===== config.mk =====
export PLATFORM = sky130hd
export DESIGN_NAME = trial_division_prime_counter_top
export DESIGN_NICKNAME = d
export VERILOG_FILES = /design/src/hw/rtl/tdpc_pkg.sv /design/src/hw/rtl/trial_division_prime_counter_top.sv
export SDC_FILE = /design/constraint.sdc
export NUM_CORES = 1
export LEC_CHECK = 0
export BUFFER_PORTS_ARGS = -buffer_cell sky130_fd_sc_hd__buf_2
export CAP_MARGIN = 20
export CORE_MARGIN = 4
export CORE_UTILIZATION = 34
export CTS_CLUSTER_DIAMETER = 30
export DETAILED_ROUTE_END_ITERATION = 8
export SYNTH_ARGS = -nofsm -noshare
export SYNTH_HDL_FRONTEND = slang
export SYNTH_SLANG_ARGS = --single-unit

===== constraint.sdc =====
create_clock -name clk -period 3.5 [get_ports clk]
set_input_delay 0.7 -clock clk [delete_from_list [all_inputs] [get_ports clk]]
set_output_delay 0.7 -clock clk [all_outputs]
set_load 0.02 [all_outputs]

===== src/hw/rtl/tdpc_pkg.sv =====
// Package for the trial-division prime counter.
// Holds the item types on both channels and the sequencer state type.
// No dependencies.
package tdpc_pkg;

  // Fixed field widths of the channels
  localparam int unsigned VALUE_W = 16;
  localparam int unsigned COUNT_OUT_W = 32;

  // Input item
  typedef struct packed {
    logic [VALUE_W-1:0] value;
    logic               last_of_set;
  } in_item_t;

  // Result item
  typedef struct packed {
    logic                   is_prime;
    logic [COUNT_OUT_W-1:0] prime_count;
  } out_item_t;

  // Sequencer states
  typedef enum logic [1:0] {
    ST_IDLE,
    ST_CHECK,
    ST_DIVIDE,
    ST_FINISH
  } state_t;

endpackage


===== src/hw/rtl/trial_division_prime_counter_top.sv =====
// Trial-division prime counter, top level.
// Uses tdpc_pkg for channel item types and the sequencer state type.
//
// Usage:
//   in channel (in_valid/in_ready/in_data) takes one number with a
//   last_of_set flag; out channel (out_valid/out_ready/out_data) returns
//   one item per number: the prime flag and the running prime count of
//   the current set, including this number, saturating at its maximum.
//   The item flagged last_of_set closes the set; the count restarts at
//   zero for the next number.
// Timing:
//   Values below two and even values go from idle straight to finish.
//   Odd values try odd divisors from 3 upward while d*d <= value;
//   each divisor takes one bound check plus a restoring remainder of
//   one bit per cycle through a single shared subtractor.
//   One number is in work at a time; in_ready is high only when idle,
//   which starts the cycle after the result is loaded.
// Reset and stalls:
//   Synchronous reset clears the sequencer, the count and out_valid.
//   A finished result waits in the output register; the next number is
//   accepted meanwhile, and its result waits until the register frees.
module trial_division_prime_counter_top #(
  parameter int unsigned VALUE_BITS = 16,
  parameter int unsigned COUNT_BITS = 32
) (
  input  logic                clk,
  input  logic                rst,
  input  logic                in_valid,
  output logic                in_ready,
  input  tdpc_pkg::in_item_t  in_data,
  output logic                out_valid,
  input  logic                out_ready,
  output tdpc_pkg::out_item_t out_data
);

  localparam int unsigned SQ_W  = VALUE_BITS + 2;
  localparam int unsigned CNT_W = $clog2(VALUE_BITS);

  tdpc_pkg::state_t state, state_next;

  logic [VALUE_BITS-1:0] val;        // number under test
  logic                  last;       // set closes after this item
  logic [VALUE_BITS-1:0] divisor;    // current odd trial divisor
  logic [SQ_W-1:0]       sq;         // divisor squared
  logic [VALUE_BITS-1:0] rem;        // partial remainder
  logic [VALUE_BITS-1:0] dividend;   // shifts out one bit per step
  logic [CNT_W-1:0]      cnt;        // remaining remainder steps
  logic                  prime;      // decision for the item
  logic [COUNT_BITS-1:0] count;      // primes in the current set

  logic [VALUE_BITS-1:0] val_in;
  logic                  trivial_prime;
  logic                  trivial_composite;
  logic                  sq_above;
  logic [VALUE_BITS:0]   rem_shift;
  logic [VALUE_BITS+1:0] diff;
  logic [VALUE_BITS-1:0] rem_step;
  logic                  div_last;
  logic                  load_out;
  logic [COUNT_BITS-1:0] count_inc;

  // Input value fitted to the working width
  assign val_in = VALUE_BITS'({{VALUE_BITS{1'b0}}, in_data.value});

  // Cases settled without any division
  assign trivial_prime     = (val_in == VALUE_BITS'(2));
  assign trivial_composite = (val_in < VALUE_BITS'(2)) || !val_in[0];

  // Bound check: stop once the divisor squared exceeds the value
  assign sq_above = (sq > {2'b00, val});

  // Shared subtractor: one restoring remainder step
  assign rem_shift = {rem, dividend[VALUE_BITS-1]};
  assign diff      = {1'b0, rem_shift} - {2'b00, divisor};
  assign rem_step  = diff[VALUE_BITS+1] ? rem_shift[VALUE_BITS-1:0]
                                        : diff[VALUE_BITS-1:0];
  assign div_last  = (cnt == '0);

  // Saturating count including this item
  assign count_inc = (prime && (count != {COUNT_BITS{1'b1}})) ? count + COUNT_BITS'(1)
                                                              : count;

  // Next state
  always_comb begin
    state_next = state;
    unique case (state)
      tdpc_pkg::ST_IDLE: begin
        if (in_valid) begin
          if (trivial_prime || trivial_composite) begin
            state_next = tdpc_pkg::ST_FINISH;
          end else begin
            state_next = tdpc_pkg::ST_CHECK;
          end
        end
      end
      tdpc_pkg::ST_CHECK: begin
        state_next = sq_above ? tdpc_pkg::ST_FINISH : tdpc_pkg::ST_DIVIDE;
      end
      tdpc_pkg::ST_DIVIDE: begin
        if (div_last) begin
          state_next = (rem_step == '0) ? tdpc_pkg::ST_FINISH : tdpc_pkg::ST_CHECK;
        end
      end
      tdpc_pkg::ST_FINISH: begin
        if (!out_valid || out_ready) begin
          state_next = tdpc_pkg::ST_IDLE;
        end
      end
      default: state_next = tdpc_pkg::ST_IDLE;
    endcase
  end

  // Handshake outputs of the sequencer
  always_comb begin
    in_ready = 1'b0;
    load_out = 1'b0;
    unique case (state)
      tdpc_pkg::ST_IDLE:   in_ready = 1'b1;
      tdpc_pkg::ST_FINISH: load_out = !out_valid || out_ready;
      default: begin
        in_ready = 1'b0;
        load_out = 1'b0;
      end
    endcase
  end

  // Control registers
  always_ff @(posedge clk) begin
    if (rst) begin
      state     <= tdpc_pkg::ST_IDLE;
      count     <= '0;
      out_valid <= 1'b0;
    end else begin
      state <= state_next;
      if (load_out) begin
        out_valid <= 1'b1;
        count     <= last ? '0 : count_inc;
      end else if (out_ready) begin
        out_valid <= 1'b0;
      end
    end
  end

  // Datapath registers
  always_ff @(posedge clk) begin
    unique case (state)
      tdpc_pkg::ST_IDLE: begin
        if (in_valid) begin
          val     <= val_in;
          last    <= in_data.last_of_set;
          prime   <= trivial_prime;
          divisor <= VALUE_BITS'(3);
          sq      <= SQ_W'(9);
        end
      end
      tdpc_pkg::ST_CHECK: begin
        // Bound passed without a factor: prime
        prime    <= sq_above;
        rem      <= '0;
        dividend <= val;
        cnt      <= CNT_W'(VALUE_BITS - 1);
      end
      tdpc_pkg::ST_DIVIDE: begin
        rem      <= rem_step;
        dividend <= {dividend[VALUE_BITS-2:0], 1'b0};
        cnt      <= cnt - CNT_W'(1);
        if (div_last) begin
          // (d+2)^2 = d^2 + 4d + 4
          sq      <= sq + SQ_W'({divisor, 2'b00}) + SQ_W'(4);
          divisor <= divisor + VALUE_BITS'(2);
          prime   <= 1'b0;
        end
      end
      tdpc_pkg::ST_FINISH: begin
        if (load_out) begin
          out_data.is_prime    <= prime;
          out_data.prime_count <=
            tdpc_pkg::COUNT_OUT_W'({{tdpc_pkg::COUNT_OUT_W{1'b0}}, count_inc});
        end
      end
      default: begin
        prime <= 1'b0;
      end
    endcase
  end

endmodule


Word-level counts from Yosys, hierarchy flattened:

Index checks and enable logic that the tools add are counted.

* add/sub/neg operators: 6
* eq/ne operators: 8
* magnitude comparators: 2
* mux-type cells: 26
* reductions and logical operators: 18

Operator list (count)
* $pmux 16 s2: 3
* $mux 32: 2
* $mux 16: 3
* $mux 18: 2
* $pmux 18 s2: 1
* $add 32x1->32 const B: 1
* $ne 32x32->1 const B: 1
* $add 18x18->18: 1
* $add 18x3->18 const B: 1
* $gt 18x16->1: 1
* $sub 17x16->18: 1
* $add 16x2->16 const B: 1
* $eq 16x2->1 const B: 1
* $logic_not 16->1: 1
* $lt 16x2->1 const B: 1
* $mux 2: 5
* $reduce_and 3->1: 3
* $pmux 2 s4: 1
* $pmux 4 s2: 1
* $mux 1: 7
* $ne 2x2->1 const B: 3
* $reduce_bool 2->1: 3
* $eq 2x2->1 const B: 2
* $logic_not 4->1: 1
* other kinds (9): 13

* word-level logic and storage cells: 73
* output and inout bits: 35
* flip-flop bits (word level): 156
* input port bits: 21

Logic depth before layout (Yosys ltp):

Gate-level depths: netlist of run 1.

* depth after elaboration: 6
* depth in mapped cells: 12
* gate-level depth less buffers: 11

Least setup slack after synthesis of run 1:

No wires, ideal clock.

* kind: register to register
* start: register state[0]
* end: register divisor[10] (enable)
* library setup time: 0.417 ns
* stages on the path, launching flop included: 7
* data required time: 3.083 ns
* data arrival time: 2.444 ns
* path buffers: 2
* path slack: 0.639 ns
* period minus slack after synthesis: 2.861 ns
* path through: dfxtp_1 -> inv_1 -> ha_1 -> clkbuf_1 -> clkbuf_1 -> nor2_1 -> nor2_1

* cells in the longest elaborated chain, start to end: 3
* elaborated cells between the ends (all ways): 6
* those cells by class: 3 x eq/ne; 3 x reduce/logical

Ends and longest elaborated chain
* start: declaration: RTL line trial_division_prime_counter_top.sv:39 `tdpc_pkg::state_t state, state_next;`
* start signal: assignment: RTL line trial_division_prime_counter_top.sv:130 `state <= tdpc_pkg::ST_IDLE;`
* start signal: assignment: RTL line trial_division_prime_counter_top.sv:134 `state <= state_next;`
* $eq 2x2->1 / $logic_not 2->1 (equally long branches): RTL line trial_division_prime_counter_top.sv:146 `unique case (state)`
* $ne 2x2->1 (no line) / $reduce_bool 2->1 (equally long branches)
* $reduce_and 3->1 (no line) (*)
* end signal: assignment: RTL line trial_division_prime_counter_top.sv:170 `divisor <= divisor + VALUE_BITS'(2);`
* end: declaration: RTL line trial_division_prime_counter_top.sv:43 `logic [VALUE_BITS-1:0] divisor;`

Mark *: on every way between the ends. The rest lies on a longest branch, timed or not.
A chain may end at the register's enable or synchronous reset.

Worst setup path after layout of run 1:

* start: register divisor[1]
* end: register rem[14], data pin

* cells in the longest elaborated chain, start to end: 3

Ends and longest elaborated chain
* $sub 17x16->18: RTL line trial_division_prime_counter_top.sv:74 `assign diff = {1'b0, rem_shift} - {2'b00, divisor};`
* $mux 16: RTL line trial_division_prime_counter_top.sv:75 `assign rem_step = diff[VALUE_BITS+1] ? rem_shift[VALUE_BITS-1:0]`
* $pmux 16 s2: RTL line trial_division_prime_counter_top.sv:146
* end signal: assignment: RTL line trial_division_prime_counter_top.sv:164 `rem <= rem_step;`
* end: declaration: RTL line trial_division_prime_counter_top.sv:45 `logic [VALUE_BITS-1:0] rem;`

No other way between the ends.

==> summary.log, run 1 <==
[grt] busiest grt layer met2
[sta] Final Critical Period 3.05 ns
[power] maximum vdd drop 0.425 mV
[layout] fill cell count 2,491
[route] Residual DRC 0
[grt] global-route wire length before repair 32,200 um
[grt] met1 track demand over resource 0.191
[sta] Max-slew headroom 0.380
[clock_network] clock latency at the later pin of the worst-skew pair 0.44 ns
[flow_run] max-cap violation count 0
[power] Static Leakage 3.85 nW
[layout] most frequent cells in the layout sky130_fd_sc_hd__edfxtp_1, sky130_fd_sc_hd__nand2_1, sky130_fd_sc_hd__o21ai_0, sky130_fd_sc_hd__ha_1, sky130_fd_sc_hd__buf_2
[min_path] kind of path behind the tightest hold check primary input to flip-flop
[sta] final sum of negative setup slack 0 ns
[clock_network] cell chosen for the clock root sky130_fd_sc_hd__clkbuf_16
[sta] total count of max-transition violations in the final report 0
[layout] area overhead of the layout relative to synthesis 14.0%
[synthesis] count of distinct cell types in the synthesized netlist 71
[clock_network] number of clock sinks 152
[sta] max frequency 328 MHz
[sta] period utilisation layout 0.871
[worst_setup_path] maximum fanout encountered on the critical timing path 13
[layout] most common cell after layout, fill and taps aside sky130_fd_sc_hd__edfxtp_1
[worst_setup_path] data required time of the worst path 3.69 ns
[clock_network] clock input transition at the sequential cells of the worst setup and hold paths 0.07 ns
[floorplan] CORE AREA 25,500 um2
[grt] antenna violations before repair 0
[clock_network] hold bufs inserted after CTS 0
[clock_network] buffer depth of the longest clock path 2
[synthesis] post-synthesis cell count 878
[synthesis] sequential cell area fraction in the yosys report 0.473
[synthesis] Synth Register Bits 152
[synthesis] number of warnings reported in the yosys synthesis log 0
[floorplan] Top-Level Pins 56
[route] first-pass iteration count of the detailed router 6
[power] total power density per cell area 925 nW/um2
[clock_network] setup repair bufs after CTS 0
[route] vias post-DR 6,653
[synthesis] commonest register cell after synthesis sky130_fd_sc_hd__edfxtp_1
[placement] minimum setup slack after placement 0.440 ns
[worst_setup_path] cells on worst reg2reg path 10
[route] violation count after the first detailed-route iteration 494
[sta] clock skew after layout 0.0167 ns
[synthesis] netlist area before placement 8900 um2
[clock_network] number of buffers created by CTS 17
[grt] total grt overflow 0
[layout] count of nets after finishing 1,016
[synthesis] Synth Net Count 963
[clock_network] post-cts gate resize count 0
[route] count of nets left with antenna violations after detail routing 0
[clock_network] depth of the CTS H-tree 4
[sta] final hold vios 0
[layout] # diodes 0
[route] routed wire length 19,700 um
[sta] slew at the pin with the worst max-slew slack 0.923 ns
[worst_setup_path] crit end category flip-flop
[sta] Final Worst Setup Slack 0.453 ns
[min_path] worst hold stages 1
[clock_network] TritonCTS clock tree built
[floorplan] width of the chip 170 um
[sta] Setup violations, final 0
[route] detailed-route vias per instance 5.22
[grt] met2 Usage GRT 0.223
[synthesis] share of flip-flops with an asynchronous set or reset 0
[run_status] status finished, final reports clean
[grt] GR Util All Layers 0.139
[floorplan] die outline area 28,800 um2
[floorplan] Die H 170 um
[worst_setup_path] endpoint arrival time on the critical path 3.24 ns
[floorplan] effective utilization at floorplan 0.350
[placement] count of buffers from port buffering 55
[worst_setup_path] Critical Path Source Type flip-flop
[grt] met3 global-route usage 0.0221
[route] post-detailed-route wirelength per cell 15.5 um
[sta] setup repair after global routing missed its margin false
[placement] placed wire-length estimate 14,000 um
[synthesis] number of flops mapped to enable cells by yosys 117
[synthesis] syn_area_per_cell 10.1 um2
[grt] vias in the first global route 6,281
[worst_setup_path] WS Path Type flip-flop to flip-flop
[layout] ratio of cells with drive above 1 in the final layout 0.127
[grt] maximum number of pins on one net before global-route repair 83
[floorplan] row count 58
[placement] final weighted congestion in routability-driven placement 0.832
cell families (layout without fill, tap and decap cells):
group / count (synthesis) / in the layout / synth area share
adder cells (fa/ha/maj): 64 / 64 / 0.0916
flip-flops: 152 / 152 / 0.473
AO/OA/AOI/OAI: 212 / 212 / 0.149
buffers and inverters: 86 / 152 / 0.0388
multiplexers: 6 / 6 / 0.00731
XOR/XNOR: 60 / 60 / 0.0590
AND/OR/NAND/NOR: 298 / 298 / 0.181
worst max-delay path, cell delays in order (launching register included):
cell	delay [ns]
sky130_fd_sc_hd__edfxtp_1	0.47
sky130_fd_sc_hd__inv_1	0.10
sky130_fd_sc_hd__ha_1	0.31
sky130_fd_sc_hd__a211oi_1	0.31
sky130_fd_sc_hd__o21ai_0	0.25
sky130_fd_sc_hd__and3_1	0.25
sky130_fd_sc_hd__o211ai_2	0.24
sky130_fd_sc_hd__o211a_1	0.41
sky130_fd_sc_hd__buf_4	0.23
sky130_fd_sc_hd__o21ai_0	0.08
sky130_fd_sc_hd__and2_1	0.15
registers in the layout (all words and copies together) (netlist names):
register   flops
out_data      33
count         32
dividend      16
rem           16
val           16
divisor       15
sq            15
cnt            4
state          2
last           1
out_valid      1
prime          1
path summary, 6_finish.rpt:
kind / slack (ns) / start / end
max reg2reg: 0.45 / divisor[1] / rem[14]
min reg2reg: 0.52 / count[28] / count[28]
min: 0.43 / in_data[0] / last
max: 0.45 / divisor[1] / rem[14]
power by group:
group	total, W	switching, W	internal, W
clock network	0.00186	0.000895	0.000968
logic	0.00448	0.00265	0.00183
registers	0.00304	0.000385	0.00266
synth_stat cells (all sizes together) (5+ instances only):
library cell	number	share of area
edfxtp	117	0.39
nand2	76	0.032
o21ai	71	0.040
ha	62	0.087
a21oi	54	0.030
inv	53	0.022
xnor2	53	0.052
nor2	48	0.021
dfxtp	35	0.079
and2	28	0.020
clkbuf	27	0.011
or3	27	0.019
nand3	25	0.015
nor2b	15	0.011
nor3	15	0.0097
a21boi	11	0.0093
and3	11	0.0077
nand4	11	0.0084
nor4	11	0.010
a21o	10	0.0084
a22oi	10	0.0084
a31oi	10	0.0070
nand2b	7	0.0049
o21a	7	0.0059
xor2	7	0.0069
and4	6	0.0062
buf	6	0.0051
o211ai	6	0.0056
o2111ai	5	0.0056
or2	5	0.0038
cell type report:
type,instances,area (um2),share of cell area
Multi-Input combinational cell,640,4350,0.429
Sequential cell,152,4210,0.415
Clock buffer,17,425,0.0419
Tap cell,330,413,0.0407
Timing Repair Buffer,67,365,0.0360
Inverter,53,199,0.0196
Clock inverter,15,180,0.0178
routing by layer:
layer / vias to the layer above / part of all wire / routed length (um)
li1: 3324 / - / -
met1: 3164 / 0.48 / 9510
met2: 134 / 0.46 / 9080
met3: 31 / 0.040 / 786
met4: 0 / 0.016 / 323
met5: - / 0 / 0
per-stage QoR:
step	area (um2)	total power, W	hold WS (ns)	std cells	utilization
global route	10100	0.0102	0.420	1274	0.398
CTS	10100	0.00943	0.421	1274	0.398
floorplan	8900	0.00640	0.479	878	-
global placement	9540	0.00749	0.502	1242	0.375
finish	10100	0.00939	0.433	1274	0.398
detailed placement	9540	0.00754	0.510	1242	0.375
(Power assumes the default switching activity.)
==> run 2, diff against run 1 <==
--- a/config.mk
+++ b/config.mk
@@ -8,9 +8,10 @@
 export BUFFER_PORTS_ARGS = -buffer_cell sky130_fd_sc_hd__buf_2
 export CAP_MARGIN = 20
 export CORE_MARGIN = 4
-export CORE_UTILIZATION = 34
+export CORE_UTILIZATION = 50
 export CTS_CLUSTER_DIAMETER = 30
 export DETAILED_ROUTE_END_ITERATION = 8
+export PLACE_DENSITY = 0.68
 export SYNTH_ARGS = -nofsm -noshare
 export SYNTH_HDL_FRONTEND = slang
 export SYNTH_SLANG_ARGS = --single-unit
==> run 2 against run 1 <==
Net effect: first-iteration DRC count is 9.7% higher; critical path depth unchanged; via count decreased by 0.42%; maximum frequency down 4.1%; cell area shrank 1.9%; sequential share of layout area rose by 0.79 points; sequential power barely moved; utilization rose by 18 points.
==> summary.log, run 2 (synthesized netlist as in run 1, its figures left out) <==
[run_status] status finished, final reports clean
[clock_network] number of buffers created by CTS 17
[clock_network] cell chosen for the clock root sky130_fd_sc_hd__clkbuf_16
[layout] most frequent cells in the layout sky130_fd_sc_hd__edfxtp_1, sky130_fd_sc_hd__nand2_1, sky130_fd_sc_hd__o21ai_0, sky130_fd_sc_hd__ha_1, sky130_fd_sc_hd__buf_2
[clock_network] number of clock sinks 152
[clock_network] hold bufs inserted after CTS 0
[worst_setup_path] critical path's most frequent cell sky130_fd_sc_hd__o21ai_0
[layout] final core utilization 0.574
[power] share of total power in combinational logic 0.483
[power] design internal power 0.00542 W
[power] switching power summed over all nets 0.00389 W
[sta] total count of max-transition violations in the final report 0
[route] violation count after the first detailed-route iteration 542
[worst_setup_path] worst-path cell with the longest stage delay sky130_fd_sc_hd__edfxtp_1
[route] routed wire length 19,200 um
[worst_setup_path] data required time of the worst path 3.82 ns
[worst_setup_path] crit end category flip-flop
[route] Residual DRC 0
[route] vias post-DR 6,625
[clock_network] clock latency at the later pin of the worst-skew pair 0.43 ns
[route] count of nets left with antenna violations after detail routing 0
[worst_setup_path] Worst R2R End state[1]
[clock_network] TritonCTS clock tree built
[placement] placed wire-length estimate 13,700 um
[floorplan] width of the chip 141 um
[sta] max frequency 315 MHz
[route] first-pass iteration count of the detailed router 5
[worst_setup_path] worst setup slack for register-to-register paths 0.32 ns
[floorplan] row count 48
[sta] final sum of negative setup slack 0 ns
[worst_setup_path] Cell Chain, Critical Path inv_1 > ha_1 > o21ai_0 > o21ai_0 > and3_1 > o211ai_2 > o211a_1 > o41ai_1 > o2111ai_1 > o311ai_0
[layout] fill cell count 1,516
[grt] vias in the first global route 6,299
[layout] ratio of cells with drive above 1 in the final layout 0.124
[worst_setup_path] maximum fanout encountered on the critical timing path 17
[grt] antenna violations before repair 0
[clock_network] setup repair bufs after CTS 0
[clock_network] depth of the CTS H-tree 4
[floorplan] CORE AREA 17,400 um2
[placement] final weighted congestion in routability-driven placement 0.871
[power] relative contribution of the clock network to total power 0.189
[layout] # diodes 0
[power] fraction of power spent switching nets 0.418
[clock_network] buffer depth of the longest clock path 2
[power] Static Leakage 3.83 nW
[min_path] kind of path behind the tightest hold check primary input to flip-flop
[sta] setup repair after global routing missed its margin false
[sta] Final Critical Period 3.18 ns
[min_path] hold_sp in_data[0]
[placement] minimum setup slack after placement 0.368 ns
[grt] maximum number of pins on one net before global-route repair 83
[grt] GR Util All Layers 0.198
[clock_network] clock input transition at the sequential cells of the worst setup and hold paths 0.06 ns
[sta] clock skew after layout 0.0135 ns
[placement] count of buffers from port buffering 55
[worst_setup_path] cells on worst reg2reg path 10
[worst_setup_path] endpoint arrival time on the critical path 3.50 ns
[layout] most common cell after layout, fill and taps aside sky130_fd_sc_hd__edfxtp_1
[floorplan] Top-Level Pins 56
[sta] Final Worst Setup Slack 0.322 ns
[power] portion of total power attributed to sequential cells 0.329
[route] detailed-route vias per instance 5.68
[worst_setup_path] delay of the slowest cell on the worst path 0.51 ns
[clock_network] post-cts gate resize count 0
[power] total power density per cell area 936 nW/um2
[worst_setup_path] Critical Path Source Type flip-flop
[worst_setup_path] WS Path Type flip-flop to flip-flop
[layout] max FFs per register 33
[route] post-detailed-route wirelength per cell 16.4 um
[floorplan] die outline area 20,000 um2
[layout] count of nets after finishing 1,014
[power] maximum vdd drop 0.589 mV
[grt] global-route wire length before repair 31,800 um
[layout] register name with the most flops out_data
[grt] total grt overflow 0
[min_path] worst hold stages 1
[floorplan] effective utilization at floorplan 0.513
[worst_setup_path] FF-to-FF Start divisor[3]
[layout] Largest regs out_data x33, count x32
[min_path] end point of the most critical hold path last
[sta] final hold vios 0
[flow_run] max-cap violation count 0
[floorplan] Die H 141 um
[sta] Setup violations, final 0
[sta] period utilisation layout 0.908
[layout] area overhead of the layout relative to synthesis 11.8%
[sta] slew at the pin with the worst max-slew slack 0.866 ns
[sta] Max-slew headroom 0.423
## run 2: cell count changes in the layout (fill, tap and decap cells not counted)
cell | before | now
sky130_fd_sc_hd__clkinv_8 | 5 | 1
sky130_fd_sc_hd__buf_4 | 12 | 10
sky130_fd_sc_hd__inv_6 | 1 | 3
sky130_fd_sc_hd__clkinv_2 | 0 | 1
sky130_fd_sc_hd__inv_8 | 6 | 4
sky130_fd_sc_hd__clkinv_4 | 1 | 3
sky130_fd_sc_hd__clkbuf_1 | 0 | 1
## run 2: metrics by stage
step	instance area (um2)	instances	hold slack, ns	total power [W]
2_1_floorplan	8900	878	0.479	0.00640
3_3_place_gp	9400	1135	0.499	0.00746
3_5_place_dp	9400	1135	0.508	0.00754
4_1_cts	9960	1167	0.436	0.00934
5_1_grt	9960	1167	0.446	0.0101
6_report	9960	1167	0.449	0.00932
## run 2: worst max path at each step
stage	startpoint	endpoint	slack (ns)	depth (start not counted)
6_report	divisor[3]	state[1]	0.32	10
4_1_cts	divisor[3]	state[1]	0.36	10
3_3_place_gp	divisor[3]	state[1]	0.45	10
5_1_grt	divisor[3]	state[1]	0.04	10
2_1_floorplan	state[0]	divisor[10]	0.64	6
3_5_place_dp	divisor[3]	state[1]	0.37	10
## run 2: final cells by class
class,count,area (um2),share of cell area
clock buffers,18,429,0.0431
clock inverters,14,133,0.0133
inverters,53,199,0.0200
multi-input cells,640,4350,0.437
flip-flops and latches,152,4210,0.423
well taps,225,282,0.0283
repair buffers,65,350,0.0352
## run 2: routing by layer
metal | vias up | global-route usage | routed length [um]
li1 | 3328 | - | -
met1 | 3110 | 0.279 | 8990
met2 | 155 | 0.301 | 8620
met4 | 0 | 0.0838 | 638
met3 | 32 | 0.0354 | 905
met5 | - | 0 | 0
## run 2: worst max-delay path: cells and delay by family, from the launching register on
family | cells | cell delay (ns)
buf+inv | 1 | 0.11
flops | 1 | 0.51
compound gates | 7 | 1.79
fa+ha+maj | 1 | 0.40
simple gates | 1 | 0.27
## run 2: power groups by stage
stage	Clock, W	Combinational (W)	Sequential, W
finish	0.00176	0.00450	0.00306
global placement	0	0.00437	0.00309
floorplan	0	0.00342	0.00298
CTS	0.00179	0.00449	0.00306
detailed placement	0	0.00444	0.00310
global route	0.00187	0.00510	0.00312
==> run 3, diff against run 2 <==
--- a/config.mk
+++ b/config.mk
@@ -11,6 +11,7 @@
 export CORE_UTILIZATION = 50
 export CTS_CLUSTER_DIAMETER = 30
 export DETAILED_ROUTE_END_ITERATION = 8
+export GPL_TIMING_DRIVEN = 0
 export PLACE_DENSITY = 0.68
 export SYNTH_ARGS = -nofsm -noshare
 export SYNTH_HDL_FRONTEND = slang
==> run 3 against run 2 <==
Net effect: cell area up 1.0%; utilization grew 0.58 points; count of clock-buffer cells in the layout grew 1; highest routed layer unchanged.
==> summary.log, run 3 (synthesized netlist as in run 1, its figures left out) <==
[sta] Max-slew headroom 0.386
[route] first-pass iteration count of the detailed router 5
[flow_run] max-cap violation count 0
[route] Residual DRC 0
[sta] clock skew after layout 0.0113 ns
[layout] post-route cell area 10,100 um2
[placement] placed wire-length estimate 14,700 um
[layout] ratio of cells with drive above 1 in the final layout 0.119
[worst_setup_path] delay of the slowest cell on the worst path 0.40 ns
[layout] footprint of the multi-input gates 4360 um2
[placement] minimum setup slack after placement 0.0661 ns
[route] post-detailed-route wirelength per cell 16.9 um
[floorplan] Top-Level Pins 56
[worst_setup_path] worst-path cell with the longest stage delay sky130_fd_sc_hd__ha_1
[sta] Final Critical Period 3.22 ns
[min_path] kind of path behind the tightest hold check primary input to flip-flop
[grt] global-route wire length before repair 33,300 um
[worst_setup_path] endpoint arrival time on the critical path 3.51 ns
[clock_network] TritonCTS clock tree built
[clock_network] hold bufs inserted after CTS 0
[clock_network] setup repair bufs after CTS 0
[layout] most common cell after layout, fill and taps aside sky130_fd_sc_hd__edfxtp_1
[clock_network] number of clock sinks 152
[floorplan] Die H 141 um
[layout] register name with the most flops out_data
[floorplan] die outline area 20,000 um2
[sta] setup repair after global routing missed its margin false
[clock_network] clock input transition at the sequential cells of the worst setup and hold paths 0.07 ns
[power] total power density per cell area 927 nW/um2
[worst_setup_path] maximum fanout encountered on the critical timing path 10
[floorplan] width of the chip 141 um
[clock_network] buffer depth of the longest clock path 2
[clock_network] post-cts gate resize count 0
[placement] Placement Cell Area 9500 um2
[clock_network] depth of the CTS H-tree 4
[route] routed wire length 20,100 um
[grt] vias in the first global route 6,577
[sta] slew at the pin with the worst max-slew slack 0.921 ns
[worst_setup_path] crit end category flip-flop
[route] vias post-DR 6,833
[route] detailed-route vias per instance 5.74
[run_status] status finished, final reports clean
[layout] area overhead of the layout relative to synthesis 12.9%
[layout] fill cell count 1,496
[clock_network] cell chosen for the clock root sky130_fd_sc_hd__clkbuf_16
[worst_setup_path] Critical Path Source Type flip-flop
[placement] final weighted congestion in routability-driven placement 0.852
[layout] count of nets after finishing 1,037
[grt] maximum number of pins on one net before global-route repair 40
[sta] final sum of negative setup slack 0 ns
[sta] final hold vios 0
[worst_setup_path] Worst path top cell family by delay compound AO/OA/AOI/OAI gates
[layout] # diodes 0
[floorplan] row count 48
[clock_network] clock latency at the later pin of the worst-skew pair 0.43 ns
[route] count of nets left with antenna violations after detail routing 0
[sta] total count of max-transition violations in the final report 0
[worst_setup_path] WS Path Type flip-flop to flip-flop
[worst_setup_path] sum of buffers and inverters on the critical path 4
[sta] period utilisation layout 0.920
[route] violation count after the first detailed-route iteration 474
[grt] total grt overflow 0
[sta] max frequency 311 MHz
[grt] antenna violations before repair 0
[power] Static Leakage 3.85 nW
[sta] Setup violations, final 0
[placement] count of buffers from port buffering 54
[power] maximum vdd drop 0.653 mV
[clock_network] number of buffers created by CTS 17
[floorplan] effective utilization at floorplan 0.513
[layout] sequential cell area in the final layout 4210 um2
[layout] max FFs per register 33
[grt] GR Util All Layers 0.209
[floorplan] CORE AREA 17,400 um2
[sta] Final Worst Setup Slack 0.281 ns
[worst_setup_path] data required time of the worst path 3.79 ns
[worst_setup_path] Cell Chain, Critical Path clkbuf_1 > inv_1 > ha_1 > o21ai_0 > o21ai_1 > and3_1 > o211ai_2 > o211a_1 > buf_2 > buf_4 > o2111ai_1 > o311ai_0
[layout] most frequent cells in the layout sky130_fd_sc_hd__edfxtp_1, sky130_fd_sc_hd__nand2_1, sky130_fd_sc_hd__o21ai_0, sky130_fd_sc_hd__ha_1, sky130_fd_sc_hd__buf_2
[layout] Largest regs out_data x33, count x32
[run 3: cell count changes in the layout (fill, tap and decap cells not counted), moves of 2 or more]
cell                       change
sky130_fd_sc_hd__buf_4         -9
sky130_fd_sc_hd__buf_2         +2
sky130_fd_sc_hd__clkbuf_2      +2
sky130_fd_sc_hd__clkbuf_1     +25
sky130_fd_sc_hd__buf_6         +2
sky130_fd_sc_hd__inv_8         -2
[run 3: report_power, final]
group / total, W / internal (W) / leakage, nW / switching (W)
combinational: 0.00454 / 0.00182 / 2.17 / 0.00273
clock: 0.00176 / 0.000967 / 0.274 / 0.000792
sequential: 0.00302 / 0.00267 / 1.40 / 0.000353
total: 0.00932 / 0.00545 / 3.85 / 0.00387
[run 3: layout make-up]
type / instances / share of cell area
Inverter: 53 / 0.0198
Tap cell: 225 / 0.0280
Multi-Input combinational cell: 640 / 0.433
Buffer: 33 / 0.0148
Clock inverter: 13 / 0.0106
Timing Repair Buffer: 55 / 0.0296
Sequential cell: 152 / 0.419
Clock buffer: 19 / 0.0452
[run 3: per-stage QoR]
stage | total power, W | instances | hold WS (ns) | utilization
4_1_cts | 0.00933 | 1190 | 0.446 | 0.579
2_1_floorplan | 0.00640 | 878 | 0.479 | -
3_3_place_gp | 0.00746 | 1157 | 0.501 | 0.545
5_1_grt | 0.0101 | 1190 | 0.448 | 0.579
6_report | 0.00932 | 1190 | 0.461 | 0.579
3_5_place_dp | 0.00755 | 1158 | 0.513 | 0.547
[run 3: final timing paths]
check / end / startpoint / slack, ns / depth (start not counted)
worst max-delay path: state[1] / divisor[3] / 0.28 / 12
worst min-delay path: val[5] / in_data[6] / 0.46 / 1
worst max register to register: state[1] / divisor[3] / 0.28 / 12
worst min register to register: count[25] / count[25] / 0.52 / 2
[run 3: worst reg2reg max path, stage by stage (launching register included)]
cell and delay, ns:
sky130_fd_sc_hd__edfxtp_1 0.35, sky130_fd_sc_hd__clkbuf_1 0.29, sky130_fd_sc_hd__inv_1 0.12, sky130_fd_sc_hd__ha_1 0.40
sky130_fd_sc_hd__o21ai_0 0.13, sky130_fd_sc_hd__o21ai_1 0.33, sky130_fd_sc_hd__and3_1 0.26, sky130_fd_sc_hd__o211ai_2 0.14
sky130_fd_sc_hd__o211a_1 0.27, sky130_fd_sc_hd__buf_2 0.19, sky130_fd_sc_hd__buf_4 0.19, sky130_fd_sc_hd__o2111ai_1 0.23
sky130_fd_sc_hd__o311ai_0 0.17
[run 3: metal layers]
layer  track usage  vias to the layer above  part of all wire
met1         0.287                     3265              0.47
met5             0                        -                 0
met2         0.339                      161              0.47
met3        0.0388                       31             0.045
met4        0.0652                        0             0.018
li1              -                     3376                 -
